===== config.mk =====
export PLATFORM = sky130hd
export DESIGN_NAME = awnfa_mul
export DESIGN_NICKNAME = d
export VERILOG_FILES = /design/src/rtl/awnfa_pkg.sv /design/src/rtl/awnfa_mul.sv
export SDC_FILE = /design/constraint.sdc
export NUM_CORES = 2
export LEC_CHECK = 0
export BUFFER_PORTS_ARGS = -buffer_cell sky130_fd_sc_hd__buf_2
export CORE_UTILIZATION = 60
export CTS_CLUSTER_SIZE = 8
export DETAILED_ROUTE_END_ITERATION = 10
export GPL_TIMING_DRIVEN = 0
export PLACE_DENSITY = 0.81
export SYNTH_ARGS = -nofsm -noshare
export SYNTH_HDL_FRONTEND = slang
export SYNTH_SLANG_ARGS = --single-unit

===== constraint.sdc =====
create_clock -name clock -period 10.1 [get_ports clock]
set_input_delay 1.01 -clock clock [delete_from_list [all_inputs] [get_ports clock]]
set_output_delay 1.01 -clock clock [all_outputs]
set_load 0.01 [all_outputs]

===== src/rtl/awnfa_pkg.sv =====
// shared types and constants for the adaptive window noise floor averager
// no dependencies
package awnfa_pkg;

   localparam int RING_DEPTH    = 128;
   localparam int RING_AW       = $clog2(RING_DEPTH);
   localparam int FILL_BITS     = RING_AW + 1;
   localparam int SAMPLE_BITS   = 16;
   localparam int FRACTION_BITS = 8;
   localparam int EST_BITS      = 24;
   localparam int ITER_BITS     = 7;
   localparam int WIN_BITS      = 8;
   localparam int SUM_BITS      = 24;
   localparam int MUL_BITS      = 32;
   localparam int DVD_BITS      = 32;
   localparam int DVR_BITS      = 16;
   localparam int DIV_CNT_BITS  = $clog2(DVD_BITS + 1);
   localparam int CSR_AW        = 4;
   localparam int CSR_DW        = 32;

   localparam logic [DVD_BITS-1:0] EST_MAG_LIMIT = DVD_BITS'(1) << (EST_BITS - 1);

   // register indexes
   localparam logic [1:0] REG_NOISE_SIGMA = 2'd0;
   localparam logic [1:0] REG_UNIT_SCALE  = 2'd1;
   localparam logic [1:0] REG_WINDOW_MIN  = 2'd2;
   localparam logic [1:0] REG_WINDOW_MAX  = 2'd3;

   typedef struct packed {
      logic [15:0]         noise_sigma;
      logic [15:0]         unit_scale;
      logic [WIN_BITS-1:0] window_min;
      logic [WIN_BITS-1:0] window_max;
   } cfg_type;

endpackage


===== src/rtl/awnfa_mul.sv =====
// shared signed multiplier with registered product
// depends on awnfa_pkg
module awnfa_mul (
   input  logic                                 clock,
   input  logic signed [awnfa_pkg::MUL_BITS-1:0] op_a,
   input  logic signed [awnfa_pkg::MUL_BITS-1:0] op_b,
   output logic signed [2*awnfa_pkg::MUL_BITS-1:0] prod
);
   import awnfa_pkg::*;

   logic signed [2*MUL_BITS-1:0] prod_ff, prod_in;

   assign prod_in = op_a * op_b;

   always_ff @(posedge clock) begin
      prod_ff <= prod_in;
   end

   assign prod = prod_ff;

endmodule


* Yosys cells after proc, flatten, opt, wreduce, memory -nomap -nowiden
Cells that the tools add are included.
** Cells by class
- Multiply operators :: 1
** Operator list (count)
- $mul A32 B32 Y64 :: 1
** Word-level totals
- Register bits after elaboration :: 64
- Input bits :: 65
- Output and inout bits :: 64

* Logic depth before layout (Yosys ltp)
- Word-level depth :: 1
- Gate-level depth with buffers :: 28
- Mapped depth without buffers :: 26

* Worst setup path before layout
OpenSTA, ideal clock, no wires.
- Kind :: input port to flip-flop
- Start point :: in op_b[2] in the netlist's numbering
- End point :: reg prod_ff[63], in the netlist prod[63]
- Arrival time :: 8233 ps
- Required time :: 9979 ps
- Path slack :: 1747 ps
- Cell stages on the path :: 25
- Buffers on the path :: 2
- Cells stage by stage :: clkbuf_1 nand2_1 inv_1 fa_1 fa_1 fa_1 fa_1 inv_1 fa_1 inv_1 fa_1 inv_1 fa_1 inv_1 fa_1 ha_1 clkbuf_1 nand4_1 or3_1 o21ai_0 a211oi_2 o32ai_1 nor2_1 a31o_2 xnor2_1
** Between the ends
- Word-level cells in the longest chain between the ends :: 1
** Ends and longest elaborated chain
- start, declared :: line awnfa_mul.sv:6 : input logic signed [awnfa_pkg::MUL_BITS-1:0] op_b,
- $mul A32 B32 Y64 :: line awnfa_mul.sv:13 : assign prod_in = op_a * op_b;
- named net prod_in[63] :: line awnfa_mul.sv:11 : logic signed [2*MUL_BITS-1:0] prod_ff, prod_in;
- end signal, assigned :: line awnfa_mul.sv:16 : prod_ff <= prod_in;
- end, declared :: line awnfa_mul.sv:11
The timed path passes the listed nets, and every way through them passes these cells.

* Final worst setup path
- Start point :: in op_b[9] in the netlist's numbering
- End point :: reg prod_ff[63], in the netlist prod[63]
Same word-level chain as after synthesis.

==> results.sh <==
export IMPL_cts_max_path_buffers=2
export IMPL_drv_cap=0
export IMPL_wirelength_um=130200
export IMPL_port_buffers=128
export IMPL_fillers=5179
export IMPL_largest_reg_flops=64
export IMPL_worst_pin_slew_ns=1.282
export IMPL_rsz0062_at_grt="no"
export IMPL_tns_ns=0
export IMPL_synthFlopType="dfxtp_1"
export IMPL_yosys_warnings=0
export IMPL_antenna_found_initial=20
export IMPL_dp_hpwl_um=108000
export IMPL_cts_sinks=64
export IMPL_cts_root_buf="clkbuf_16"
export IMPL_grt_max_degree=23
export IMPL_drtIter0Drc=2833
export IMPL_worstHoldStart="op_b[0]"
export IMPL_layout_common_cells="1,080 x fa_1, 949 x inv_1, 524 x nand2_1"
export IMPL_die_w_um=252.5
export IMPL_min_period_ns=9.811
export IMPL_clk_pin_slew_ns=0.06
export IMPL_fin_crit_sh=0.9714
export IMPL_pin_count=129
export IMPL_cts_tree="built"
export IMPL_vias_per_cell=5.904
export IMPL_hold_path_class="input pin to flip-flop"
export IMPL_endpoint="prod[63]"
export IMPL_synth_net_count=5280
export IMPL_fmax_ghz=0.1019
export IMPL_start_kind="input pin"
export IMPL_grt_pass1_vias=31360
export IMPL_grt_pass1_wl_um=193500
export IMPL_place_congestion=1.078
export IMPL_remaining_drc_errors=0
export IMPL_relSlewSlack=0.1450
export IMPL_cts_setup_buffers=0
export IMPL_required_ns=10.33
export IMPL_layout_commonest_cell="fa_1"
export IMPL_ys_seq_elements=64
export IMPL_final_hold_viol_count=0
export IMPL_ant_nets=0
export IMPL_die_height_um=252.5
export IMPL_synth_area_um2=37640
export IMPL_seq_area_frac_synth=0.03404
export IMPL_fin_nets=5415
export IMPL_setup_viol=0
export IMPL_ys_types=70
export IMPL_htreeDepth=3
export IMPL_rows=91
export IMPL_first_pass_iters=5
export IMPL_path_class="input pin to flip-flop"
export IMPL_cts_hold_buf=0
export IMPL_grt_ovfl_total=0
export IMPL_outcome="finished clean"
export IMPL_syn_instance_count=3949
export IMPL_cp_data_arrival_time_ns=10.04
export IMPL_dieArea_um2=63730
export IMPL_timing_final_max_slew_violations=0
export IMPL_vias=29210
export IMPL_drive_above_1_share=0.04842
export IMPL_endpoint_kind="flip-flop"
export IMPL_start_util=0.6088
export IMPL_cts_buffers=9
export IMPL_core_um2=61830
export IMPL_areaGrowthSynthToFinish_pct=5.545
export IMPL_cp_max_fo=10
export IMPL_synthArstFlopShare=0
export IMPL_track_usage=0.4294
export IMPL_synth_edff_count=0
export IMPL_wl_per_cell_um=26.32
export IMPL_syn_avg_cell_area_um2=9.531
export IMPL_crit_path_start="op_b[9]"
## worst max-delay path, stage by stage
cell and delay (ns):
buf_2 0.15, clkbuf_1 0.88, nand2_1 0.23, fa_1 0.47, fa_1 0.44, inv_1 0.30, fa_1 0.53, fa_2 0.77
inv_1 0.37, fa_1 0.58, inv_1 0.06, fa_1 0.54, inv_1 0.05, fa_1 0.59, inv_1 0.09, fa_1 0.46
ha_1 0.28, clkbuf_1 0.30, nand4_1 0.33, or4_1 0.64, nor4_1 0.43, nor2_1 0.13, a31o_2 0.27, xnor2_1 0.12
## what timing repair did
item,CTS,global route
resized for setup,1,4
pin swaps,0,0
setup endpoints to repair,2,2
## metal layers
metal,part of all wire,global-route usage
met1,0.33,0.5071
met2,0.44,0.6449
met3,0.12,0.1343
met4,0.11,0.3572
met5,0.00048,0
## worst min-delay path by stage
stage | end | depth (start not counted)
after floorplan | prod[0] | 1
after global placement | prod[0] | 1
after detailed placement | prod[23] | 1
after CTS | prod[0] | 2
after global routing | prod[0] | 2
final | prod[0] | 2
## kinds of logic (layout without fill, tap and decap cells)
family / Yosys count / after routing / synth area share
compound gates: 204 / 204 / 0.03843
xor+xnor: 74 / 74 / 0.01722
fa+ha+maj: 1266 / 1266 / 0.6367
buf+inv: 1163 / 1303 / 0.1166
flops: 64 / 64 / 0.03404
other cells: 0 / 21 / 0
simple gates: 1178 / 1178 / 0.1571
## cell type report
type	count	area, um2	area share
clock inverter	6	115.1	0.002898
clock buffer	10	239.0	0.006016
inverter	949	3562	0.08967
buffer	210	812.0	0.02044
tap	837	1047	0.02636
multi-input combinational	2722	31970	0.8049
sequential	64	1281	0.03225
antenna	21	52.55	0.001323
timing repair buffer	128	640.6	0.01613
## per-stage QoR
stage	hold slack, ns	cells	instance area, um2	util	worst slack, ns
after global placement	1.404	4914	39330	0.6361	-0.5945
after global routing	1.076	4931	39680	0.6419	0.1444
after detailed placement	1.402	4914	39330	0.6361	-0.5622
after CTS	1.071	4928	39670	0.6417	0.05418
final	1.098	4947	39720	0.6425	0.2886
after floorplan	1.137	3949	37640	-	1.747
## cells in the mapped netlist, types with 4 or more instances
cell | instances | area share
fa_1 | 1082 | 0.58
inv_1 | 949 | 0.095
nand2_1 | 524 | 0.052
and2_1 | 513 | 0.085
clkbuf_1 | 200 | 0.020
ha_1 | 184 | 0.061
dfxtp_1 | 64 | 0.034
a21oi_1 | 63 | 0.0084
nor2_1 | 61 | 0.0061
xnor2_1 | 52 | 0.012
o21ai_0 | 36 | 0.0048
a21o_1 | 33 | 0.0066
xor2_1 | 22 | 0.0051
nand3_1 | 17 | 0.0023
nand2b_1 | 13 | 0.0022
nand4_1 | 11 | 0.0018
buf_2 | 10 | 0.0013
and3_1 | 9 | 0.0015
nor2b_1 | 8 | 0.0013
nor3_1 | 7 | 0.00093
a211o_1 | 5 | 0.0012
a21oi_2 | 5 | 0.0012
a31oi_1 | 5 | 0.00083
o211ai_1 | 5 | 0.0010
a211oi_2 | 4 | 0.0013
o21a_1 | 4 | 0.00080
o21bai_1 | 4 | 0.00080
Power is not shown: default switching activity piles up to over one toggle a cycle in this logic, so the estimate is an artifact.
