`src/rtl/awnfa_pkg.sv`:
```
// shared types and constants for the adaptive window noise floor averager
// no dependencies
package awnfa_pkg;

   localparam int RING_DEPTH    = 128;
   localparam int RING_AW       = $clog2(RING_DEPTH);
   localparam int FILL_BITS     = RING_AW + 1;
   localparam int SAMPLE_BITS   = 16;
   localparam int FRACTION_BITS = 8;
   localparam int EST_BITS      = 24;
   localparam int ITER_BITS     = 7;
   localparam int WIN_BITS      = 8;
   localparam int SUM_BITS      = 24;
   localparam int MUL_BITS      = 32;
   localparam int DVD_BITS      = 32;
   localparam int DVR_BITS      = 16;
   localparam int DIV_CNT_BITS  = $clog2(DVD_BITS + 1);
   localparam int CSR_AW        = 4;
   localparam int CSR_DW        = 32;

   localparam logic [DVD_BITS-1:0] EST_MAG_LIMIT = DVD_BITS'(1) << (EST_BITS - 1);

   // register indexes
   localparam logic [1:0] REG_NOISE_SIGMA = 2'd0;
   localparam logic [1:0] REG_UNIT_SCALE  = 2'd1;
   localparam logic [1:0] REG_WINDOW_MIN  = 2'd2;
   localparam logic [1:0] REG_WINDOW_MAX  = 2'd3;

   typedef struct packed {
      logic [15:0]         noise_sigma;
      logic [15:0]         unit_scale;
      logic [WIN_BITS-1:0] window_min;
      logic [WIN_BITS-1:0] window_max;
   } cfg_type;

endpackage

```
`src/rtl/awnfa_csr.sv`:
```
// configuration register file, apb-style write and read
// depends on awnfa_pkg
module awnfa_csr (
   input  logic                       clock,
   input  logic                       reset,
   input  logic                       csr_psel,
   input  logic                       csr_penable,
   input  logic                       csr_pwrite,
   input  logic [awnfa_pkg::CSR_AW-1:0] csr_paddr,
   input  logic [awnfa_pkg::CSR_DW-1:0] csr_pwdata,
   output logic [awnfa_pkg::CSR_DW-1:0] csr_prdata,
   output logic                       csr_pready,
   output awnfa_pkg::cfg_type         cfg
);
   import awnfa_pkg::*;

   cfg_type    cfg_ff, cfg_in;
   logic       wr_en;
   logic [1:0] reg_idx;

   assign csr_pready = 1'b1;
   assign reg_idx    = csr_paddr[3:2];
   assign wr_en      = csr_psel & csr_penable & csr_pwrite;

   always_comb begin
      cfg_in = cfg_ff;
      if (wr_en) begin
         unique case (reg_idx)
            REG_NOISE_SIGMA: cfg_in.noise_sigma = csr_pwdata[15:0];
            REG_UNIT_SCALE:  cfg_in.unit_scale  = csr_pwdata[15:0];
            REG_WINDOW_MIN:  cfg_in.window_min  = csr_pwdata[WIN_BITS-1:0];
            REG_WINDOW_MAX:  cfg_in.window_max  = csr_pwdata[WIN_BITS-1:0];
            default:         cfg_in = cfg_ff;
         endcase
      end
   end

   always_ff @(posedge clock) begin
      if (reset) begin
         cfg_ff.noise_sigma <= 16'd20;
         cfg_ff.unit_scale  <= 16'd4096;
         cfg_ff.window_min  <= WIN_BITS'(4);
         cfg_ff.window_max  <= WIN_BITS'(128);
      end else begin
         cfg_ff <= cfg_in;
      end
   end

   always_comb begin
      unique case (reg_idx)
         REG_NOISE_SIGMA: csr_prdata = {16'd0, cfg_ff.noise_sigma};
         REG_UNIT_SCALE:  csr_prdata = {16'd0, cfg_ff.unit_scale};
         REG_WINDOW_MIN:  csr_prdata = {(CSR_DW-WIN_BITS)'(0), cfg_ff.window_min};
         REG_WINDOW_MAX:  csr_prdata = {(CSR_DW-WIN_BITS)'(0), cfg_ff.window_max};
         default:         csr_prdata = '0;
      endcase
   end

   assign cfg = cfg_ff;

endmodule

```
`config.mk`:
```
export PLATFORM = sky130hd
export DESIGN_NAME = awnfa_csr
export DESIGN_NICKNAME = d
export VERILOG_FILES = /design/src/rtl/awnfa_pkg.sv /design/src/rtl/awnfa_csr.sv
export SDC_FILE = /design/constraint.sdc
export NUM_CORES = 1
export LEC_CHECK = 0
export ABC_CLOCK_PERIOD_IN_PS = 1040
export BUFFER_PORTS_ARGS = -buffer_cell sky130_fd_sc_hd__buf_2
export CAP_MARGIN = 25
export CORE_UTILIZATION = 40
export CTS_CLUSTER_DIAMETER = 60
export DETAILED_ROUTE_END_ITERATION = 10
export PLACE_DENSITY = 0.74
export SYNTH_ARGS = -nofsm -noshare
export SYNTH_HDL_FRONTEND = slang
export SYNTH_SLANG_ARGS = --single-unit
```
`constraint.sdc`:
```
create_clock -name clock -period 1.04 [get_ports clock]
set_clock_uncertainty 0.2 [all_clocks]
set_input_delay 0.052 -clock clock [delete_from_list [all_inputs] [get_ports clock]]
set_output_delay 0.052 -clock clock [all_outputs]
set_load 0.005 [all_outputs]
```
# Word level (Yosys, flattened, before mapping)
# Index checks and enable logic that the tools add are counted.
# totals
regBits	48
out_inout_bits	81
# op_classes
eq_ne	3
n_mux	1
n_bitwise	2
reduce_logical	5
# op_table
op	n
case mux 32 bit (4 select lines)	1
AND reduction 2 bit	4
equality test 2 bit, second input constant	2
bitwise AND 1 bit	2
equality test 2 x 1 -> 1 bit, second input constant	1
logical NOT 2 bit	1

# Depth between registers and ports, before layout
# Gate-level depths: netlist of the first run.
# logic_depth
depth_word	3
mapped_depth	4
depth_no_buf	3

# Least setup slack after synthesis of the first run
# No wires, ideal clock.
# synth_path
kind	in2reg
startpoint	input port csr_pwrite
endpoint	register cfg_ff (netlist bit cfg[21])
t_arrival_ns	0.833
t_required_ns	0.768
setup_slack_ns	-0.064
cell_stages	4
path_cell_list	nand3_2 -> nor3b_2 -> buf_6 -> mux2i_1
# synth_between
elab_chain_cells	2
# synth_lines
item	line_no	rtl
from (decl)	awnfa_csr.sv:8	input logic csr_pwrite,
bitwise AND 1 bit	awnfa_csr.sv:23	assign wr_en = csr_psel & csr_penable & csr_pwrite;
AND reduction 2 bit (no source line)	--	
to (signal assigned)	awnfa_csr.sv:45	cfg_ff <= cfg_in;
to (decl)	awnfa_csr.sv:17	cfg_type cfg_ff, cfg_in;
# Every way passes these cells.
# A chain may end at the register's enable or synchronous reset.

# Final worst setup path of the first run
# layout_path
startpoint	register cfg_ff (netlist bit cfg[1])
endpoint	output port csr_prdata[1] in the netlist's numbering
# layout_between
elab_chain_cells	1
# layout_lines
item	line_no	rtl
case mux 32 bit (4 select lines)	awnfa_csr.sv:50	unique case (reg_idx)
to (decl)	awnfa_csr.sv:11	output logic [awnfa_pkg::CSR_DW-1:0] csr_prdata,
# Every way passes these cells. The select of a mux whose other input is x is not followed.

==> flow_summary.yaml, run 1 <==
sta:
  max_clock_freq_mhz: 667.1
  fin_hold_ws_ns: 0.05231
  worst_slack_ns: -0.4589
  slew_violations: 0
  rsz0062_at_grt: "true"
  setup_violations: 64
  min_period_over_period_pct: 144.1
  finalHoldViolCount: 0
  tns_ns: -7.782
  period_needed_ns: 1.499
critical_path:
  startpoint_type: "flip-flop"
  crit_slowest_cell: "mux4_2"
  worst_setup_path_end_kind: "primary output"
  worstPathRequired_ns: 0.79
  path_max_fanout: 2
  path_class: "reg2out"
  slowest_delay_ns: 0.47
  cp_data_arrival_time_ns: 1.25
  r2r_setup_slack_ns: -0.02
  crit_chain: "mux4_2 -> buf_2"
synthesis:
  synth_mux_area_share_pct: 30.52
  synth_xor_area_share_pct: 0
  synth-seq-cells: 48
  synth_most_common_cell: "nand2b_1"
  async_reset_ff_share_pct: 0
  synth_top_family_by_area: "multiplexers"
  yosysTopAreaCell: "dfxtp_1"
  synth_edf_count: 0
  yosys_most_used_dff: "dfxtp_1"
  netlist_top_cells_area: "dfxtp_1 (40%), mux2i_1 (23%), nand2b_1 (15%)"
  netlist-cell-type-count: 16
  synth-simple-area-share_pct: 20.98
  synth_top_cells_by_count: "nand2b_1 (59), mux2i_1 (56), dfxtp_1 (48)"
  netlist_instances: 229
  ys_warn_count: 0
  synth-compound-area-share_pct: 0
  synth.avg_cell_area_um2: 10.60
  syn_area_um2: 2427
  ys_seq_area_share_pct: 39.59
  yosys.area_share.adder_pct: 0
  synth_top_area_share_pct: 39.59
job:
  cap_violations: 0
drt:
  num_vias: 2350
  drc: 0
  wl_per_cell_um: 15.34
  drt_iter0_markers: 93
  ant_nets: 0
  post_drt_via_cell_ratio: 4.776
  dr.pass1.iters: 4
  drt-total-wl_um: 7549
floorplanning:
  ioPinCount: 122
  fp.dieH_um: 79.90
  rows: 28
  core_region_area_um2: 5886
  initial_core_util_pct: 41.24
  die_area_um2: 6384
  fp.dieW_um: 79.90
grt:
  grt_max_degree: 42
  antenna_found_initial: 0
  grt_pass1_wl_um: 11060
  grt_remaining_overflow: 0
  grt_usage_pct: 22.84
  grt_pass1_vias: 2353
finish:
  largest_reg_flops: 48
  final_area_um2: 4433
  num_antenna_cells: 0
  nNetsFinal: 457
  drive_above_1_share_pct: 60.43
  areaGrowthSynthToFinish_pct: 82.63
pwr:
  p_total_mw: 3.617
  p_leak_nw: 2.178
  power_density_nw_per_um2: 816.0
  vdd_drop_max_uv: 479.7
place:
  placed_area_um2: 3256
  gp_congestion: 0.8105
  hpwlAfterDp_um: 4359
  port_buffers: 86
cts:
  h-tree-depth: 2
  clockBufferDepth: 2
  clk_pin_slew_ns: 0.09
  cts_buffers: 5
  cts_tree: "built"
  clk_latency_ns: 0.29
  cts_root_buf: "clkbuf_8"
  clock-sinks: 48
status:
  violations: "setup timing"
  status: "complete, but fails checks"
hold_path:
  worstHoldPathType: "in2reg"
## metrics by stage
step	std cells	worst slack, ns	util [%]
2_1_floorplan	244	-0.04057	-
3_3_place_gp	428	-0.3087	55.31
3_5_place_dp	428	-0.3301	55.31
4_1_cts	474	-0.4682	71.24
5_1_grt	492	-0.5016	75.32
6_report	492	-0.4589	75.32
## cells in the final DEF, fill, tap and decap left out, drive strengths merged
| cell | instances |
|---|---|
| and3 | 1 |
| buf | 177 |
| clkbuf | 10 |
| conb | 17 |
| dfxtp | 48 |
| dlygate4sd3 | 17 |
| mux2i | 56 |
| mux4 | 8 |
| nand2b | 59 |
| nand3 | 2 |
| nand3b | 2 |
| nor2 | 17 |
| nor3 | 1 |
| nor3b | 1 |
| or3 | 1 |
## routing by layer
layer / up-vias / global-route usage [%] / routed length [um] / share of wire, %
met1: 1126 / 24.81 / 2911 / 39
met2: 96 / 43.25 / 4163 / 55
li1: 1114 / - / - / -
met3: 14 / 4.800 / 361 / 4.8
met4: 0 / 7.857 / 113 / 1.5
met5: - / 0 / 0 / 0
## layout make-up
type | count | area, um2
clock buffers | 8 | 90.09
fillers | 388 | 1453
multi-input cells | 165 | 1370
flip-flops and latches | 48 | 1021
well taps | 75 | 93.84
repair buffers | 196 | 1858
## final timing paths
| kind | from | end | depth (start not counted) |
|---|---|---|---|
| worst min register to register | cfg[26] | cfg[26] | 2 |
| worst max register to register | cfg[35] | cfg[35] | 5 |
| worst min-delay path | reset | cfg[26] | 4 |
| worst max-delay path | cfg[1] | csr_prdata[1] | 2 |
## power by group
part	internal, mW	switching [mW]
combinational	0.342	0.240
clock	0.544	0.611
sequential	1.86	0.0172
## worst max-delay path: cells and delay by family (launching register included)
family	cells	cell delay, ns
muxes	1	0.47
DFF	1	0.34
buffers and inverters	1	0.15
## kinds of logic (layout without fill, tap and decap cells)
logic type | Yosys count | after routing
buffers and inverters | 31 | 204
flip-flops | 48 | 48
multiplexers | 64 | 64
other | 2 | 17
AND/OR/NAND/NOR | 84 | 84
## repair_timing
action / 4_1_cts / 5_1_grt
setup endpoints to repair: 57 / 78
gates cloned: 0 / 1
resized for setup: 140 / 34
pin swaps: 0 / 4
hold buffers: 17 / 0
setup buffers: 24 / 31
hold endpoints to repair: 48 / 0
No activity file was read; power rests on OpenSTA's default activity.
==> inputs of run 2 (changes only) <==
--- a/config.mk
+++ b/config.mk
@@ -6,5 +6,4 @@
 export NUM_CORES = 1
 export LEC_CHECK = 0
-export ABC_CLOCK_PERIOD_IN_PS = 1040
 export BUFFER_PORTS_ARGS = -buffer_cell sky130_fd_sc_hd__buf_2
 export CAP_MARGIN = 25
==> constraint.sdc (replaced) <==
create_clock -name clock -period 1.04 [get_ports clock]
set_clock_uncertainty 0.2 [all_clocks]
set_input_delay 0.156 -clock clock [delete_from_list [all_inputs] [get_ports clock]]
set_output_delay 0.156 -clock clock [all_outputs]
set_load 0.02 [all_outputs]
==> run 2 against run 1 <==
The run ends with hold timing, setup timing left. First-iteration DRC count is 4.3% higher. Cell area is 7.8% higher. Worst setup slack worse by 0.15 ns. Critical path depth stayed put. Via count is 2.6% higher. Largest cell class unchanged.
==> flow_summary.yaml, run 2 (synthesis results as in run 1) <==
status:
  status: "complete, but fails checks"
  violations: "hold timing, setup timing"
place:
  gp_congestion: 0.7637
  port_buffers: 86
  hpwlAfterDp_um: 4641
  placed_cells: 427
sta:
  worst_slack_ns: -0.6075
  slew_violations: 0
  rsz0062_at_grt: "true"
  fin_hold_ws_ns: -0.006400
  setup_violations: 92
  period_needed_ns: 1.647
  finalHoldViolCount: 3
  min_period_over_period_pct: 158.4
  max_clock_freq_mhz: 607.0
finish:
  fillers: 309
  final_cell_mix: "buf_6 (140), nand2b_1 (54), mux2i_1 (51)"
  instances_no_fill: 497
  areaGrowthSynthToFinish_pct: 96.96
  num_antenna_cells: 0
  largest_reg_flops: 48
  final_common_cell: "buf_6"
  nNetsFinal: 462
  drive_above_1_share_pct: 66.59
job:
  cap_violations: 0
cts:
  cts_tree: "built"
  cts_root_buf: "clkbuf_8"
  clk_latency_ns: 0.30
  clock-sinks: 48
  clk_pin_slew_ns: 0.09
  clockBufferDepth: 2
  h-tree-depth: 2
  cts_buffers: 5
grt:
  met3_usage_pct: 5.143
  grt_use_met1_pct: 27.20
  antenna_found_initial: 0
  grt_usage_pct: 24.57
  grt_max_degree: 25
  use_met2_pct: 46.15
  grt_pass1_wl_um: 11790
  grt_remaining_overflow: 0
  grt_busiest_layer: "met2"
  grt_pass1_vias: 2368
floorplanning:
  fp.dieW_um: 79.90
  ioPinCount: 122
  initial_core_util_pct: 41.24
  die_area_um2: 6384
  fp.dieH_um: 79.90
  core_region_area_um2: 5886
  rows: 28
critical_path:
  path_max_fanout: 2
  worstPathRequired_ns: 0.68
  crit_chain: "mux4_2 -> buf_6"
  r2r_setup_slack_ns: -0.11
  crit_buf_inv: 1
  cp_top_family: "multiplexers"
  slowest_delay_ns: 0.49
  path_class: "reg2out"
  reg2regPathDepth: 5
  reg2reg_from: "cfg[21]"
  worst_setup_path_end_kind: "primary output"
  crit_slowest_cell: "mux4_2"
  startpoint_type: "flip-flop"
  worstReg2RegEnd: "cfg[21]"
  cp_data_arrival_time_ns: 1.29
hold_path:
  whs_endpoint: "cfg[19]"
  holdPathStages: 3
  hp-start: "csr_pwdata[3]"
  worstHoldPathType: "in2reg"
drt:
  drt_iter0_markers: 97
  num_vias: 2410
  wl_per_cell_um: 17.56
  drt-total-wl_um: 8728
  ant_nets: 0
  dr.pass1.iters: 4
  post_drt_via_cell_ratio: 4.849
  drc: 0
pwr:
  vdd_drop_max_uv: 960.2
  power_density_nw_per_um2: 841.8
  p_leak_nw: 2.271
[run 2: cell types whose count changed in the layout (fill, tap and decap cells not counted), sizes merged]
cell         delta
clkbuf          -5
clkinv          +1
buf            +13
clkinvlp        +1
bufinv          +1
dlygate4sd3     -6
[run 2: worst max path at each step]
stage            startpoint       endpoint  slack [ns]  cells after the start
6_report            cfg[22]  csr_prdata[6]       -0.61                      2
3_5_place_dp   csr_paddr[2]        cfg[45]       -0.51                      5
4_1_cts              cfg[4]  csr_prdata[4]       -0.59                      2
3_3_place_gp   csr_paddr[2]        cfg[37]       -0.49                      5
5_1_grt              cfg[0]  csr_prdata[0]       -0.62                      2
2_1_floorplan        cfg[0]  csr_prdata[0]       -0.20                      1
[run 2: area by class of cell]
| class | instances | area, um2 | share of cell area, % |
|---|---|---|---|
| Timing Repair Buffer | 201 | 2110 | 44.12 |
| Multi-Input combinational cell | 165 | 1443 | 30.18 |
| Sequential cell | 48 | 1023 | 21.41 |
| Tap cell | 75 | 93.84 | 1.963 |
| Clock buffer | 5 | 68.82 | 1.439 |
| Clock inverter | 3 | 42.54 | 0.8898 |
[run 2: worst min-delay path: stages]
cell and delay (ns):
buf_2 0.08, nand2b_1 0.09, mux2i_1 0.13
[run 2: power breakdown]
group	switching, mW	leakage, nW	internal (mW)
clock network	0.669	0.0541	0.713
logic	0.352	1.81	0.410
registers	0.0195	0.407	1.86
total	1.04	2.27	2.98
[run 2: through the flow]
| stage | utilization (%) | instance area [um2] | TNS (ns) | setup WS [ns] | power [mW] |
|---|---|---|---|---|---|
| 2_1_floorplan | - | 2623 | -4.212 | -0.1992 | 2.303 |
| 5_1_grt | 81.23 | 4781 | -21.66 | -0.6223 | 4.180 |
| 3_5_place_dp | 56.68 | 3336 | -26.25 | -0.5110 | 2.430 |
| 6_report | 81.23 | 4781 | -19.10 | -0.6075 | 4.025 |
| 3_3_place_gp | 56.68 | 3336 | -25.53 | -0.4916 | 2.424 |
| 4_1_cts | 76.47 | 4501 | -16.20 | -0.5919 | 3.945 |
[run 2: metal layers]
layer | up-vias | routed length (um)
li1 | 1119 | -
met1 | 1175 | 3255
met2 | 93 | 4776
met3 | 23 | 436
met4 | 0 | 259
met5 | - | 0
[run 2: timing repair]
action,CTS,global route
cloned,3,0
hold buffers,11,1
endpoints found under the setup margin,105,90
pin swaps,12,3
endpoints found under the hold margin,30,5
resized for setup,205,43
setup buffers,30,35
==> inputs of run 3 (changes only) <==
- CORE_UTILIZATION: 40 -> 33
- PLACE_DENSITY: 0.74 -> default
- clock period: 1.04 -> 2.1 ns (I/O delays scaled with it)
==> run 3 against run 2 <==
Routed wire length fell by 35%. Register-to-register slack better by 1.4 ns. Sequential share of layout area is 11 points higher. Clock power down 52%. First-iteration DRC count decreased by 26%. Sequential cell count stayed put. Cell area decreased by 37%. Die area increased by 21%. The flow now finishes without violations. Final cell count down 17%. Combinational power is 72% lower. Global-route usage fell by 9.9 points. Critical path type is now in2out.
==> flow_summary.yaml, run 3 (synthesis results as in run 1) <==
status:
  status: "complete, no violations"
job:
  cap_violations: 0
sta:
  slew_violations: 0
  period_needed_ns: 1.969
  tns_ns: 0
  setup_violations: 0
  rsz0062_at_grt: "false"
  min_period_over_period_pct: 93.74
  worst_pin_slew_ns: 0.5480
  finalHoldViolCount: 0
  max_clock_freq_mhz: 508.0
  relSlewSlack_pct: 63.47
finish:
  final_cell_mix: "buf_2 (86), nand2b_1 (59), mux2i_1 (56)"
  drive_above_1_share_pct: 35.87
  fillers: 717
  areaGrowthSynthToFinish_pct: 23.30
  num_antenna_cells: 0
  final_common_cell: "buf_2"
  fin_util_pct: 43.10
  nNetsFinal: 355
  seqCellArea_um2: 960.9
  multi_input_area_um2: 1314
  final_area_um2: 2993
  largest_reg_flops: 48
critical_path:
  r2r_setup_slack_ns: 1.24
  worst_setup_path_end_kind: "primary output"
  worstReg2RegEnd: "cfg[2]"
  crit_chain: "buf_2 -> buf_4 -> mux4_2 -> buf_2"
  critPathMostFrequentCell: "buf_2"
  startpoint_type: "primary input"
  path_max_fanout: 12
  path_class: "in2out"
  crit_slowest_cell: "mux4_2"
  slowest_delay_ns: 0.33
  cp_data_arrival_time_ns: 1.45
  reg2regPathDepth: 2
  worstPathRequired_ns: 1.58
  reg2reg_from: "cfg[2]"
drt:
  dr.pass1.iters: 4
  drt-total-wl_um: 5655
  drc: 0
  num_vias: 1831
  wl_per_cell_um: 13.76
  post_drt_via_cell_ratio: 4.455
  ant_nets: 0
  drt_iter0_markers: 72
floorplanning:
  rows: 30
  core_region_area_um2: 6944
  fp.dieH_um: 87.77
  initial_core_util_pct: 34.95
  fp.dieW_um: 87.77
  ioPinCount: 122
  die_area_um2: 7703
pwr:
  p_sw_uw: 455.0
  p_total_mw: 1.815
  power_density_nw_per_um2: 606.6
  power_switching_share_pct: 25.06
  clock_power_share_pct: 36.8
  internal_power_mw: 1.360
  seq_power_share_pct: 51.2
  pwr-share-comb_pct: 12.0
  p_leak_nw: 1.515
  vdd_drop_max_uv: 241.0
hold_path:
  worstHoldPathType: "in2reg"
  hp-start: "csr_pwdata[12]"
  holdPathStages: 3
  whs_endpoint: "cfg[44]"
place:
  placed_area_um2: 2885
  hpwlAfterDp_um: 4040
  port_buffers: 86
  gp_congestion: 0.6733
cts:
  clk_latency_ns: 0.30
  clk_pin_slew_ns: 0.08
  cts_setup_buffers: 0
  cts_buffers: 5
  cts_tree: "built"
  clockBufferDepth: 2
  post_cts_resized: 0
  cts_root_buf: "clkbuf_8"
  h-tree-depth: 2
  postCtsHoldBufs: 0
  clock-sinks: 48
grt:
  grt_usage_pct: 14.69
  grt_pass1_wl_um: 8487
  grt_pass1_vias: 1678
  grt_remaining_overflow: 0
  grt_max_degree: 44
  antenna_found_initial: 0
## run 3: metal layers
metal,GRT usage [%],up-vias,share of wire (%)
met5,0,-,0
met4,4.471,0,1.1
met3,3.770,7,5.6
met2,23.47,71,46
met1,19.48,852,47
li1,-,901,-
## run 3: final cells by class
cell class | instances | area share [%]
Tap cell | 96 | 4.013
Clock inverter | 2 | 1.171
Sequential cell | 48 | 32.11
Multi-Input combinational cell | 165 | 43.90
Timing Repair Buffer | 94 | 16.39
Clock buffer | 6 | 2.425
## run 3: how the worst max path moves through the flow
stage / to / startpoint
floorplan: csr_prdata[10] / csr_paddr[2]
global placement: cfg[42] / csr_paddr[2]
detailed placement: cfg[45] / csr_paddr[2]
CTS: csr_prdata[7] / csr_paddr[2]
global route: csr_prdata[7] / csr_paddr[2]
finish: csr_prdata[7] / csr_paddr[2]
## run 3: worst max-delay path, delay by kind of cell
kind / cells / cell delay, ns
buffers and inverters: 3 / 0.79
multiplexers: 1 / 0.33
## run 3: power groups by stage
stage | Combinational (mW) | Sequential (mW) | Clock (mW)
final | 0.217 | 0.930 | 0.668
after global routing | 0.237 | 0.932 | 0.714
after CTS | 0.221 | 0.930 | 0.686
after detailed placement | 0.220 | 0.952 | 0
after global placement | 0.217 | 0.951 | 0
after floorplan | 0.162 | 0.965 | 0
## run 3: per-stage QoR
step	hold slack [ns]	cells	worst slack, ns
after floorplan	0.2703	244	0.5118
after CTS	0.07351	411	0.1015
after global routing	0.08267	411	0.07452
after global placement	0.2734	403	0.06896
after detailed placement	0.2776	403	0.07540
final	0.08106	411	0.1315
