--- src/rtl/awnfa_pkg.sv ---
// shared types and constants for the adaptive window noise floor averager
// no dependencies
package awnfa_pkg;

   localparam int RING_DEPTH    = 128;
   localparam int RING_AW       = $clog2(RING_DEPTH);
   localparam int FILL_BITS     = RING_AW + 1;
   localparam int SAMPLE_BITS   = 16;
   localparam int FRACTION_BITS = 8;
   localparam int EST_BITS      = 24;
   localparam int ITER_BITS     = 7;
   localparam int WIN_BITS      = 8;
   localparam int SUM_BITS      = 24;
   localparam int MUL_BITS      = 32;
   localparam int DVD_BITS      = 32;
   localparam int DVR_BITS      = 16;
   localparam int DIV_CNT_BITS  = $clog2(DVD_BITS + 1);
   localparam int CSR_AW        = 4;
   localparam int CSR_DW        = 32;

   localparam logic [DVD_BITS-1:0] EST_MAG_LIMIT = DVD_BITS'(1) << (EST_BITS - 1);

   // register indexes
   localparam logic [1:0] REG_NOISE_SIGMA = 2'd0;
   localparam logic [1:0] REG_UNIT_SCALE  = 2'd1;
   localparam logic [1:0] REG_WINDOW_MIN  = 2'd2;
   localparam logic [1:0] REG_WINDOW_MAX  = 2'd3;

   typedef struct packed {
      logic [15:0]         noise_sigma;
      logic [15:0]         unit_scale;
      logic [WIN_BITS-1:0] window_min;
      logic [WIN_BITS-1:0] window_max;
   } cfg_type;

endpackage

--- src/rtl/awnfa_div.sv ---
// restoring divider, one quotient bit per cycle
// depends on awnfa_pkg
module awnfa_div (
   input  logic                          clock,
   input  logic                          reset,
   input  logic                          start,
   input  logic [awnfa_pkg::DVD_BITS-1:0] dividend,
   input  logic [awnfa_pkg::DVR_BITS-1:0] divisor,
   output logic                          done,
   output logic [awnfa_pkg::DVD_BITS-1:0] quotient
);
   import awnfa_pkg::*;

   logic [DVD_BITS-1:0]     dvd_ff, dvd_in;
   logic [DVR_BITS-1:0]     dvr_ff, dvr_in;
   logic [DVR_BITS-1:0]     rem_ff, rem_in;
   logic [DIV_CNT_BITS-1:0] cnt_ff, cnt_in;
   logic                    busy_ff, busy_in;
   logic                    done_ff, done_in;
   logic [DVR_BITS:0]       rem_sh;
   logic [DVR_BITS:0]       rem_sub;
   logic                    q_bit;

   assign rem_sh  = {rem_ff, dvd_ff[DVD_BITS-1]};
   assign rem_sub = rem_sh - {1'b0, dvr_ff};
   assign q_bit   = (rem_sh >= {1'b0, dvr_ff});

   always_comb begin
      dvd_in  = dvd_ff;
      dvr_in  = dvr_ff;
      rem_in  = rem_ff;
      cnt_in  = cnt_ff;
      busy_in = busy_ff;
      done_in = 1'b0;
      if (start) begin
         dvd_in  = dividend;
         dvr_in  = divisor;
         rem_in  = '0;
         cnt_in  = DIV_CNT_BITS'(DVD_BITS);
         busy_in = 1'b1;
      end else if (busy_ff) begin
         dvd_in = {dvd_ff[DVD_BITS-2:0], q_bit};
         rem_in = q_bit ? rem_sub[DVR_BITS-1:0] : rem_sh[DVR_BITS-1:0];
         cnt_in = cnt_ff - 1'b1;
         if (cnt_ff == DIV_CNT_BITS'(1)) begin
            busy_in = 1'b0;
            done_in = 1'b1;
         end
      end
   end

   always_ff @(posedge clock) begin
      if (reset) begin
         busy_ff <= 1'b0;
         done_ff <= 1'b0;
         cnt_ff  <= '0;
      end else begin
         busy_ff <= busy_in;
         done_ff <= done_in;
         cnt_ff  <= cnt_in;
      end
      dvd_ff <= dvd_in;
      dvr_ff <= dvr_in;
      rem_ff <= rem_in;
   end

   assign done     = done_ff;
   assign quotient = dvd_ff;

endmodule

--- config.mk ---
export PLATFORM = sky130hd
export DESIGN_NAME = awnfa_div
export DESIGN_NICKNAME = d
export VERILOG_FILES = /design/src/rtl/awnfa_pkg.sv /design/src/rtl/awnfa_div.sv
export SDC_FILE = /design/constraint.sdc
export NUM_CORES = 1
export LEC_CHECK = 0
export ABC_AREA = 1
export ABC_CLOCK_PERIOD_IN_PS = 3300
export BUFFER_PORTS_ARGS = -buffer_cell sky130_fd_sc_hd__buf_2
export CORE_MARGIN = 2
export CORE_UTILIZATION = 60
export DETAILED_ROUTE_END_ITERATION = 7
export GPL_TIMING_DRIVEN = 1
export HOLD_SLACK_MARGIN = 0.08
export PLACE_DENSITY = 0.95
export SLEW_MARGIN = 0
export SYNTH_ARGS = -nofsm -noshare
export SYNTH_HDL_FRONTEND = slang
export SYNTH_SLANG_ARGS = --single-unit
--- constraint.sdc ---
create_clock -name clock -period 3.3 [get_ports clock]
set_clock_uncertainty 0.15 [all_clocks]
set_input_delay 0.495 -clock clock [delete_from_list [all_inputs] [get_ports clock]]
set_output_delay 0.495 -clock clock [all_outputs]
set_load 0.02 [all_outputs]
; Word-level counts from Yosys, hierarchy flattened
; Cells that the tools add are included.
[totals]
latch_bits = 0
register_bits = 72
wordCells = 24
ram_bits = 0
n_memories = 0
inputBits = 51
output_inout_bits = 33
rom_bits = 0
[classes]
div = 0
order_cmp = 1
n_mul = 0
n_bitwise = 1
reduce_logical = 3
eq_ne = 1
add_sub_neg = 2
n_shift = 0
mux = 9
[op_table]
columns = op, n
row1 = $mux 32, 2
row2 = $ge 17x16->1, 1
row3 = $mux 16, 1
row4 = $sub 16x16->16, 1
row5 = $mux 6, 2
row6 = $eq 6x1->1 const B, 1
row7 = $sub 6x1->6 const B, 1
row8 = $mux 1, 4
row9 = $reduce_or 3->1, 1
row10 = $reduce_bool 2->1, 1
row11 = $reduce_or 2->1, 1
row12 = $not 1->1, 1

; Longest topological paths before layout
; Gate-level depths: netlist (run 1).
[logic_depth]
depth_word = 4
mapped_depth = 15
mapped_depth_nobuf = 14

; Worst setup path after synthesis (run 1)
; OpenSTA, ideal clock, no wires.
[synth_path]
path_type = input -> register
from = input port start
to = register dvd_ff[0], in the netlist quotient[0] (enable)
t_required_ns = 2.757
t_arrival_ns = 1.602
slack_ns = 1.155
n_path_buf = 1
setup_ns = 0.393
path_stages = 3
path_cell_list = clkbuf_1 -> nor2_2 -> inv_1
[synth_via]
elab_chain_len = 1
[synth_rtl]
columns = element, line
row1 = start: declaration, awnfa_div.sv:6  ; input logic start,
row2 = $reduce_bool 2->1 (no source line), --
row3 = end signal: assignment, awnfa_div.sv:62  ; dvd_ff <= dvd_in;
row4 = end: declaration, awnfa_div.sv:14  ; logic [DVD_BITS-1:0] dvd_ff, dvd_in;
; No other way between the ends.
; A chain may end at the register's enable or synchronous reset.

; Worst setup path after layout (run 1)
[layout_path]
from = register dvr_ff[6]
to = register rem_ff[1]
[layout_via]
elab_chain_len = 2
[layout_rtl]
columns = element, line
row1 = start: declaration, awnfa_div.sv:15  ; logic [DVR_BITS-1:0] dvr_ff, dvr_in;
row2 = start signal: assignment, awnfa_div.sv:63  ; dvr_ff <= dvr_in;
row3 = $ge 17x16->1, awnfa_div.sv:26  ; assign q_bit = (rem_sh >= {1'b0, dvr_ff});
row4 = $mux 16, awnfa_div.sv:43  ; rem_in = q_bit ? rem_sub[DVR_BITS-1:0] : rem_sh[DVR_BITS-1:0];
row5 = end signal: assignment, awnfa_div.sv:64  ; rem_ff <= rem_in;
row6 = end: declaration, awnfa_div.sv:16  ; logic [DVR_BITS-1:0] rem_ff, rem_in;
; No other way between the ends.

==> results.json, run 1 <==
{
  "layout-area-overhead-vs-synth_pct": 15.79,
  "core-area_sq_um": 6832,
  "holdCritPathClass": "in -> reg",
  "cp_slowest_stage_delay_ns": 0.37,
  "yosysTopAreaCell": "sky130_fd_sc_hd__edfxtp_1",
  "clk_root_buffer_cell": "sky130_fd_sc_hd__clkbuf_8",
  "synth-edff-count": 48,
  "irDropWorstVdd_uv": 458.5,
  "critical-path-top-cell-by-count": "sky130_fd_sc_hd__nand2_1",
  "critical_path.max_fanout": 18,
  "hold_depth": 1,
  "layout-drive-gt1-share": 0.2319,
  "dieHeight_um": 88.06,
  "ctsHoldBuffers": 0,
  "clkLatencyLatePin_ns": 0.34,
  "nature_of_the_critical_path_startpoint": "flop",
  "path_class": "reg -> reg",
  "r2r-start": "dvr_ff[6]$_DFFE_PP_",
  "netlist_area_sq_um": 4239,
  "gpl.final_weighted_congestion": 0.9769,
  "ctsResizeCount": 0,
  "post_synth.cell_area_avg_sq_um": 7.983,
  "core.rowCount": 30,
  "max-cap-violations": 0,
  "routed_wirelength_um": 10510,
  "clk_transition_reported_paths_ns": 0.08,
  "globalRouteOverflowTotal": 0,
  "setup-violations-final": 0,
  "fin_setup_tns_ns": 0,
  "final_standard_cell_area_without_fillers_sq_um": 4908,
  "placement.cell_area_sq_um": 4721,
  "layout_common_cells": "sky130_fd_sc_hd__nand2_1, sky130_fd_sc_hd__buf_2, sky130_fd_sc_hd__inv_1",
  "max_slew_margin": 0.6654,
  "power_density_nw_per_um2": 429.4,
  "worstReg2RegEnd": "rem_ff[1]$_SDFFE_PP0P_",
  "clock_tree_from_tritoncts": "yes",
  "cp_data_arrival_time_ns": 2.39,
  "place.detailed.hpwl_um": 7647,
  "nets": 686,
  "worstSetupEndpointType": "flop",
  "buffer_ports.inserted": 83,
  "worstPathRequired_ns": 3.42,
  "synth.net_count": 601,
  "grt_use_total": 0.2820,
  "synth_cell_type_count": 40,
  "final_max_slew_viol_count": 0,
  "ios": 84,
  "path_cells": "inv_1, ha_1, nand2_1, nand2_1, nand2_1, nand2_1, inv_2, nand3_2, nand2_4, nand2_8, nand2_1, nand3_2, o21ai_2",
  "worstMarginPinSlew_ns": 0.5018,
  "syn-instance-count": 531,
  "detail-route-antenna-nets": 0,
  "crit_path_top_delay_cell": "sky130_fd_sc_hd__edfxtp_1",
  "placed_cells_incl_taps": 701,
  "r2r.worst_path.cells": 13,
  "grt_pass1_wl_um": 16880,
  "initial_core_util": 0.6205,
  "cts_made_buffers": 9,
  "route.detailed.wl_per_inst_um": 14.66,
  "layout.cells.most_common": "sky130_fd_sc_hd__nand2_1",
  "dieWidth_um": 88.06,
  "antenna_cells": 0,
  "drt-vias-per-instance": 5.467,
  "ys_ff_latch": 72,
  "setup_ws_ns": 1.035,
  "rsz_0062_raised_after_global_routing": "false",
  "dr_total_vias": 3920,
  "place_ws_ns": 1.148,
  "clock-sinks": 72,
  "dr.pass1.iters": 5,
  "hold_end": "dvr_ff[14]$_DFFE_PP_",
  "antenna_violations_before_repair": 0,
  "critical_path.top_delay_family": "simple AND/OR/NAND/NOR gates",
  "grt_start_max_net_pins": 41,
  "synth.area.top_cells": "sky130_fd_sc_hd__edfxtp_1, sky130_fd_sc_hd__nand2_1, sky130_fd_sc_hd__dfxtp_1, sky130_fd_sc_hd__inv_1, sky130_fd_sc_hd__ha_1",
  "rrSetupSlack_ns": 1.03,
  "cts.htree.levels": 3,
  "post-route-period-util": 0.6865,
  "ctsLongestPathBuffers": 2,
  "status": "finished clean",
  "register_area_share_after_synthesis": 0.4534,
  "yosys_most_used_dff": "sky130_fd_sc_hd__edfxtp_1",
  "die_area_sq_um": 7754,
  "critPathBufInv": 2,
  "maxClockFrequency_mhz": 441.4,
  "drt_drc_violations_left": 0,
  "yosys_warnings": 0,
  "synth.top_cell.area_share": 0.3400,
  "total_leakage_power_uw": 0.002596,
  "worst_hold_startpoint": "divisor[14]",
  "via_count_of_the_first_global_routing_pass": 3836,
  "final_cell_count_no_fill": 717,
  "final_hold_viol_count": 0,
  "cts_post_setup_buffers_inserted": 0,
  "asyncSetResetFlopFracSynth": 0,
  "detail_route.iter0.violations": 480,
  "timing.final.crit_period_ns": 2.265
}
==> per-layer routing <==
layer  vias to the layer above  GRT usage  wire length (um)
met5                         -          0                 0
met4                         0     0.1350               330
met3                        39    0.05655               716
met2                       222     0.4890              5495
met1                      1807     0.3358              3971
li1                       1852          -                 -
==> how the worst max path moves through the flow <==
stage	startpoint	to	slack, ns	cells past startpoint
after floorplan	start	quotient[0]$_DFFE_PP_	1.15	3
final	dvr_ff[6]$_DFFE_PP_	rem_ff[1]$_SDFFE_PP0P_	1.03	13
after detailed placement	dvr_ff[6]$_DFFE_PP_	rem_ff[5]$_SDFFE_PP0P_	1.15	13
after global placement	quotient[31]$_DFFE_PP_	rem_ff[12]$_SDFFE_PP0P_	1.27	11
after CTS	dvr_ff[6]$_DFFE_PP_	rem_ff[6]$_SDFFE_PP0P_	1.10	13
after global routing	dvr_ff[6]$_DFFE_PP_	rem_ff[6]$_SDFFE_PP0P_	0.91	13
==> stage by stage <==
stage | util | hold slack [ns] | total power (uW)
after floorplan | - | 0.2892 | 1312
after global placement | 0.6910 | 0.3026 | 1423
after detailed placement | 0.6910 | 0.3170 | 1440
after CTS | 0.7185 | 0.1522 | 2110
after global routing | 0.7185 | 0.1569 | 2190
final | 0.7185 | 0.1705 | 2108
==> synth_stat cells (2+ instances only) <==
master                     number
sky130_fd_sc_hd__a211oi_1       2
sky130_fd_sc_hd__a21o_1         2
sky130_fd_sc_hd__a21oi_1       10
sky130_fd_sc_hd__buf_2          3
sky130_fd_sc_hd__buf_6          2
sky130_fd_sc_hd__clkbuf_1       7
sky130_fd_sc_hd__dfxtp_1       24
sky130_fd_sc_hd__edfxtp_1      48
sky130_fd_sc_hd__ha_1          18
sky130_fd_sc_hd__inv_1         75
sky130_fd_sc_hd__inv_2          7
sky130_fd_sc_hd__nand2_1      204
sky130_fd_sc_hd__nand2_2        9
sky130_fd_sc_hd__nand2_4        2
sky130_fd_sc_hd__nand3_1       38
sky130_fd_sc_hd__nand3_2       13
sky130_fd_sc_hd__nand3b_1       4
sky130_fd_sc_hd__nand4_1        4
sky130_fd_sc_hd__nor2_1        18
sky130_fd_sc_hd__nor2_2         3
sky130_fd_sc_hd__nor2_4         2
sky130_fd_sc_hd__nor2_8         2
sky130_fd_sc_hd__nor3_1         5
sky130_fd_sc_hd__nor3b_1        2
sky130_fd_sc_hd__o21ai_0        6
sky130_fd_sc_hd__o21ai_1        2
sky130_fd_sc_hd__o21ai_2        2
sky130_fd_sc_hd__xnor2_1        3
sky130_fd_sc_hd__xor2_1         3
==> cell families (layout without fill, tap and decap cells) <==
| family | count (synthesis) | count (layout) | share of synthesized area |
|---|---|---|---|
| xor+xnor | 6 | 6 | 0.01240 |
| simple gates | 311 | 311 | 0.3453 |
| fa+ha+maj | 19 | 19 | 0.05785 |
| compound gates | 27 | 27 | 0.03778 |
| buf+inv | 96 | 186 | 0.09327 |
| flops | 72 | 72 | 0.4534 |
==> where the power goes <==
group          total, uW  internal, uW  switching [uW]
Sequential          1080          1040            36.3
Clock                676           345             331
Combinational        356           117             239
==> area by class of cell <==
type,instances,area [sq um]
clock buffer,10,127.6
multi-input combinational,363,1922
timing repair buffer,87,445.4
sequential,72,1922
inverter,83,311.5
fill,505,1923
tap,96,120.1
clock inverter,6,60.06
==> registers in the layout (all words and copies together), names as in the netlist <==
register and cells:
busy_ff 1, done 1, dvr_ff 16, cnt_ff 6, quotient 32, rem_ff 16
(Power assumes the default switching activity.)
==> run 2, diff against run 1 <==
--- a/config.mk
+++ b/config.mk
@@ -6,14 +6,14 @@
 export NUM_CORES = 1
 export LEC_CHECK = 0
 export ABC_AREA = 1
-export ABC_CLOCK_PERIOD_IN_PS = 3300
+export ABC_CLOCK_PERIOD_IN_PS = 2200
 export BUFFER_PORTS_ARGS = -buffer_cell sky130_fd_sc_hd__buf_2
 export CORE_MARGIN = 2
-export CORE_UTILIZATION = 60
+export CORE_UTILIZATION = 56
 export DETAILED_ROUTE_END_ITERATION = 7
 export GPL_TIMING_DRIVEN = 1
 export HOLD_SLACK_MARGIN = 0.08
-export PLACE_DENSITY = 0.95
+export PLACE_DENSITY = 0.93
 export SLEW_MARGIN = 0
 export SYNTH_ARGS = -nofsm -noshare
 export SYNTH_HDL_FRONTEND = slang
==> constraint.sdc (replaced) <==
create_clock -name clock -period 2.2 [get_ports clock]
set_clock_uncertainty 0.15 [all_clocks]
set_input_delay 0.33 -clock clock [delete_from_list [all_inputs] [get_ports clock]]
set_output_delay 0.33 -clock clock [all_outputs]
set_load 0.02 [all_outputs]
==> results.json, run 2 (same netlist as run 1, synthesis figures left out) <==
{
  "critical_path.max_fanout": 9,
  "timing.final.crit_period_ns": 2.296,
  "power_frac_clock": 0.374,
  "critical-path-top-cell-by-count": "sky130_fd_sc_hd__nand2_1",
  "grt_use_total": 0.2879,
  "drt-vias-per-instance": 5.951,
  "nature_of_the_critical_path_startpoint": "flop",
  "layout-drive-gt1-share": 0.2768,
  "drt_drc_violations_left": 37,
  "core.rowCount": 31,
  "status": "finished, violations left",
  "max_slew_margin": 0.4389,
  "via_count_of_the_first_global_routing_pass": 4105,
  "worstSetupEndpointType": "flop",
  "worstMarginPinSlew_ns": 0.8408,
  "die_area_sq_um": 8282,
  "dieHeight_um": 91.01,
  "post-route-period-util": 1.043,
  "path_cells": "inv_1, ha_2, nand2_2, inv_2, nand2_1, nand2_1, inv_2, nand3_4, nand2_8, nand2_8, buf_8, nand2_1, nand3_2, o21ai_2",
  "detail_route.iter0.violations": 728,
  "ios": 84,
  "clk_root_buffer_cell": "sky130_fd_sc_hd__clkbuf_8",
  "layout_common_cells": "sky130_fd_sc_hd__nand2_1, sky130_fd_sc_hd__buf_2, sky130_fd_sc_hd__inv_1",
  "nets": 719,
  "globalRouteOverflowTotal": 0,
  "crit_path_top_delay_cell": "sky130_fd_sc_hd__edfxtp_1",
  "antenna_violations_before_repair": 0,
  "final.fill_count": 454,
  "layout-area-overhead-vs-synth_pct": 28.87,
  "antenna_cells": 0,
  "setup-violations-final": 13,
  "cts_made_buffers": 9,
  "holdCritPathClass": "in -> reg",
  "clock-sinks": 72,
  "layout.cells.most_common": "sky130_fd_sc_hd__nand2_1",
  "placement.cell_area_sq_um": 4737,
  "clkLatencyLatePin_ns": 0.37,
  "routed_wirelength_um": 13590,
  "worstPathRequired_ns": 2.35,
  "core-area_sq_um": 7292,
  "grt_start_max_net_pins": 41,
  "place.detailed.hpwl_um": 7364,
  "final_max_slew_viol_count": 0,
  "violations": "DRC, setup timing",
  "buffer_ports.inserted": 83,
  "path_class": "reg -> reg",
  "irDropWorstVdd_uv": 537.2,
  "ctsLongestPathBuffers": 2,
  "cp_data_arrival_time_ns": 2.44,
  "fin_worst_hold_slack_ns": 0.08976,
  "clock_tree_from_tritoncts": "yes",
  "power_density_nw_per_um2": 656.7,
  "total_leakage_power_uw": 0.002759,
  "switching_fraction": 0.2888,
  "route.detailed.wl_per_inst_um": 18.04,
  "internal_power_uw": 2552,
  "flip_flop_count_of_the_largest_register_all_copies_and_words_added": 32,
  "final_cell_count_no_fill": 753,
  "gpl.final_weighted_congestion": 1.011,
  "post-route-util": 0.7491,
  "cts.htree.levels": 3,
  "final_standard_cell_area_without_fillers_sq_um": 5463,
  "share_seq_of_total_power": 0.449,
  "comb_power_share": 0.177,
  "grt_pass1_wl_um": 18860,
  "setup_ws_ns": -0.09553,
  "p_sw_uw": 1036,
  "clk_transition_reported_paths_ns": 0.08,
  "placed_cells_incl_taps": 704,
  "cp_slowest_stage_delay_ns": 0.37,
  "detail-route-antenna-nets": 0,
  "maxClockFrequency_mhz": 435.6,
  "dr_total_vias": 4481,
  "final_hold_viol_count": 0,
  "initial_core_util": 0.5813,
  "dieWidth_um": 91.01,
  "dr.pass1.iters": 8,
  "max-cap-violations": 0
}
[run 2: cell count changes in the layout (fill, tap and decap cells not counted), sizes merged]
cell / previous run / this run
clkinvlp: 1 / 0
dlygate4sd3: 0 / 19
clkinv: 5 / 3
buf: 87 / 101
clkbuf: 10 / 9
inv: 82 / 84
bufinv: 1 / 3
[run 2: final timing paths]
check	end	slack (ns)	cells past startpoint	startpoint
min reg2reg	rem_ff[15]$_SDFFE_PP0P_	0.33	2	rem_ff[15]$_SDFFE_PP0P_
min	quotient[9]$_DFFE_PP_	0.09	3	dividend[9]
max reg2reg	rem_ff[1]$_SDFFE_PP0P_	-0.1	14	dvr_ff[8]$_DFFE_PP_
max	rem_ff[1]$_SDFFE_PP0P_	-0.1	14	dvr_ff[8]$_DFFE_PP_
[run 2: what timing repair did]
| action | CTS | global route |
|---|---|---|
| setup endpoints to repair | 4 | 17 |
| cloned | 0 | 0 |
| resized for setup | 1 | 32 |
| hold buffers | 19 | 0 |
| setup buffers | 8 | 6 |
| pin swaps | 2 | 8 |
| hold endpoints to repair | 19 | 0 |
[run 2: per-stage QoR]
stage,setup TNS [ns],setup slack (ns),power (uW)
after floorplan,0,0.1956,1968
after global placement,0,0.1507,2131
after global routing,-1.072,-0.1224,3674
after CTS,0,0.04004,3491
after detailed placement,0,0.01845,2157
final,-0.5502,-0.09553,3588
[run 2: power by group through the flow]
stage          Combinational (uW)  Clock (uW)  Sequential (uW)
6_report                      634        1340             1610
5_1_grt                       669        1380             1620
4_1_cts                       555        1330             1610
3_5_place_dp                  523           0             1630
3_3_place_gp                  501           0             1630
2_1_floorplan                 261           0             1710
[run 2: cell type report]
| cell class | count | area [sq um] | area share |
|---|---|---|---|
| clock buffer | 9 | 123.9 | 0.02268 |
| inverter | 83 | 311.5 | 0.05703 |
| sequential | 72 | 1922 | 0.3518 |
| multi-input combinational | 363 | 2093 | 0.3832 |
| tap | 99 | 123.9 | 0.02268 |
| timing repair buffer | 120 | 760.7 | 0.1393 |
| clock inverter | 7 | 127.6 | 0.02336 |
[run 2: worst max-delay path: cells and delay by family, from the launching register on]
family	cells	cell delay, ns
simple gates	8	0.87
compound gates	1	0.10
buf+inv	4	0.41
fa+ha+maj	1	0.33
flops	1	0.37
[run 2: metal layers]
| layer | track usage | up-vias | wire, um |
|---|---|---|---|
| li1 | - | 1913 | - |
| met1 | 0.3239 | 1976 | 4561 |
| met2 | 0.4809 | 459 | 6418 |
| met3 | 0.08133 | 133 | 1624 |
| met4 | 0.1806 | 0 | 982 |
| met5 | 0 | - | 0 |
==> run 3, diff against run 2 <==
--- a/config.mk
+++ b/config.mk
@@ -6,7 +6,7 @@
 export NUM_CORES = 1
 export LEC_CHECK = 0
 export ABC_AREA = 1
-export ABC_CLOCK_PERIOD_IN_PS = 2200
+export ABC_CLOCK_PERIOD_IN_PS = 2400
 export BUFFER_PORTS_ARGS = -buffer_cell sky130_fd_sc_hd__buf_2
 export CORE_MARGIN = 2
 export CORE_UTILIZATION = 56
==> constraint.sdc (replaced) <==
create_clock -name clock -period 2.4 [get_ports clock]
set_clock_uncertainty 0.15 [all_clocks]
set_input_delay 0.36 -clock clock [delete_from_list [all_inputs] [get_ports clock]]
set_output_delay 0.36 -clock clock [all_outputs]
set_load 0.02 [all_outputs]
==> results.json, run 3 (same netlist as run 1, synthesis figures left out) <==
{
  "timing.final.crit_period_ns": 2.231,
  "routed_wirelength_um": 10010,
  "layout-drive-gt1-share": 0.2313,
  "clkLatencyLatePin_ns": 0.36,
  "core.rowCount": 31,
  "worstPathRequired_ns": 2.51,
  "path_class": "reg -> reg",
  "total_leakage_power_uw": 0.002709,
  "max-cap-violations": 0,
  "worstMarginPinSlew_ns": 0.4390,
  "flip_flop_count_of_the_largest_register_all_copies_and_words_added": 32,
  "worstSetupEndpointType": "flop",
  "clk_transition_reported_paths_ns": 0.09,
  "place_ws_ns": 0.2553,
  "detail_route.iter0.violations": 284,
  "rsz_0062_raised_after_global_routing": "false",
  "route.detailed.wl_per_inst_um": 13.55,
  "ctsLongestPathBuffers": 2,
  "antenna_cells": 0,
  "grt_use_total": 0.2499,
  "ios": 84,
  "drt-vias-per-instance": 5.254,
  "fin_worst_hold_slack_ns": 0.1125,
  "status": "finished clean",
  "hold_depth": 3,
  "cp_data_arrival_time_ns": 2.34,
  "antenna_violations_before_repair": 0,
  "fin_setup_tns_ns": 0,
  "globalRouteOverflowTotal": 0,
  "hold_end": "quotient[30]$_DFFE_PP_",
  "place.detailed.hpwl_um": 6981,
  "buffer_ports.inserted": 83,
  "layout-area-overhead-vs-synth_pct": 21.75,
  "clock-sinks": 72,
  "crit_path_top_delay_cell": "sky130_fd_sc_hd__ha_1",
  "cp_slowest_stage_delay_ns": 0.36,
  "post-route-period-util": 0.9294,
  "r2r.worst_path.cells": 13,
  "irDropWorstVdd_uv": 456.3,
  "clk_root_buffer_cell": "sky130_fd_sc_hd__clkbuf_8",
  "worst_hold_startpoint": "dividend[30]",
  "dr.pass1.iters": 5,
  "setup-violations-final": 0,
  "dr_total_vias": 3883,
  "detail-route-antenna-nets": 0,
  "nature_of_the_critical_path_startpoint": "flop",
  "rrSetupSlack_ns": 0.17,
  "grt_pass1_wl_um": 16640,
  "worstReg2RegEnd": "rem_ff[1]$_SDFFE_PP0P_",
  "layout.cells.most_common": "sky130_fd_sc_hd__nand2_1",
  "setup_ws_ns": 0.1695,
  "ctsResizeCount": 0,
  "cts_made_buffers": 9,
  "drt_drc_violations_left": 0,
  "critical-path-top-cell-by-count": "sky130_fd_sc_hd__nand2_1",
  "max_slew_margin": 0.7070,
  "path_cells": "inv_1, ha_1, nand2_1, nand2_1, inv_1, nand2_1, nand2_1, nand2_2, nor2_8, buf_4, nand3_1, nand3_2, o21ai_2",
  "r2r-start": "dvr_ff[12]$_DFFE_PP_",
  "via_count_of_the_first_global_routing_pass": 3684,
  "critical_path.max_fanout": 10,
  "final_max_slew_viol_count": 0,
  "holdCritPathClass": "in -> reg",
  "grt_start_max_net_pins": 41,
  "dieHeight_um": 91.01,
  "maxClockFrequency_mhz": 448.3,
  "core-area_sq_um": 7292,
  "gpl.final_weighted_congestion": 1.003,
  "dieWidth_um": 91.01,
  "power_density_nw_per_um2": 598.0,
  "layout_common_cells": "sky130_fd_sc_hd__nand2_1, sky130_fd_sc_hd__buf_2, sky130_fd_sc_hd__inv_1",
  "final_hold_viol_count": 0,
  "nets": 705,
  "cts.htree.levels": 3,
  "die_area_sq_um": 8282,
  "worstSetupStartpoint": "dvr_ff[12]$_DFFE_PP_",
  "clock_tree_from_tritoncts": "yes",
  "initial_core_util": 0.5813
}
## run 3: changes by cell type in the layout (fill, tap and decap cells not counted), sizes merged
cell,delta
buf,-12
bufinv,-1
clkinv,+1
dlygate4sd3,-2
## run 3: layout make-up
type / instances / area, sq um
fill: 553 / 2131
sequential: 72 / 1922
multi-input combinational: 363 / 1922
timing repair buffer: 106 / 655.6
inverter: 83 / 311.5
clock buffer: 9 / 123.9
tap: 99 / 123.9
clock inverter: 7 / 102.6
## run 3: what timing repair did
item / in CTS / in global routing
hold buffers: 17 / 0
hold endpoints to repair: 17 / 0
setup buffers: 0 / 2
setup endpoints to repair: 0 / 1
## run 3: worst max path at each step
| stage | to | cells after the start | slack (ns) |
|---|---|---|---|
| floorplan | quotient[0]$_DFFE_PP_ | 3 | 0.39 |
| finish | rem_ff[1]$_SDFFE_PP0P_ | 13 | 0.17 |
| global route | rem_ff[4]$_SDFFE_PP0P_ | 13 | 0.03 |
| CTS | rem_ff[6]$_SDFFE_PP0P_ | 13 | 0.21 |
| detailed placement | rem_ff[0]$_SDFFE_PP0P_ | 13 | 0.26 |
| global placement | rem_ff[7]$_SDFFE_PP0P_ | 13 | 0.34 |
## run 3: worst max-delay path: cells and delay by family, from the launching register on
family	cells	cell delay, ns
simple gates	8	0.92
fa+ha+maj	1	0.36
flops	1	0.33
buf+inv	3	0.32
compound gates	1	0.05
## run 3: metrics by stage
stage / instance area, sq um / utilization / total power, uW / cells
floorplan: 4239 / - / 1804 / 531
global placement: 4737 / 0.6496 / 1952 / 704
detailed placement: 4737 / 0.6496 / 1972 / 704
CTS: 5134 / 0.7040 / 3088 / 737
global route: 5161 / 0.7078 / 3204 / 739
finish: 5161 / 0.7078 / 3086 / 739
## run 3: where the power goes
group / internal [uW] / switching, uW / total [uW]
combinational: 181 / 323 / 504
clock: 598 / 512 / 1110
sequential: 1430 / 44.7 / 1470
## run 3: per-layer routing
layer	GRT usage	vias up	share of wire
met5	0	-	0
li1	-	1892	-
met2	0.4333	159	0.51
met1	0.2931	1797	0.40
met4	0.1086	0	0.032
met3	0.06224	35	0.065
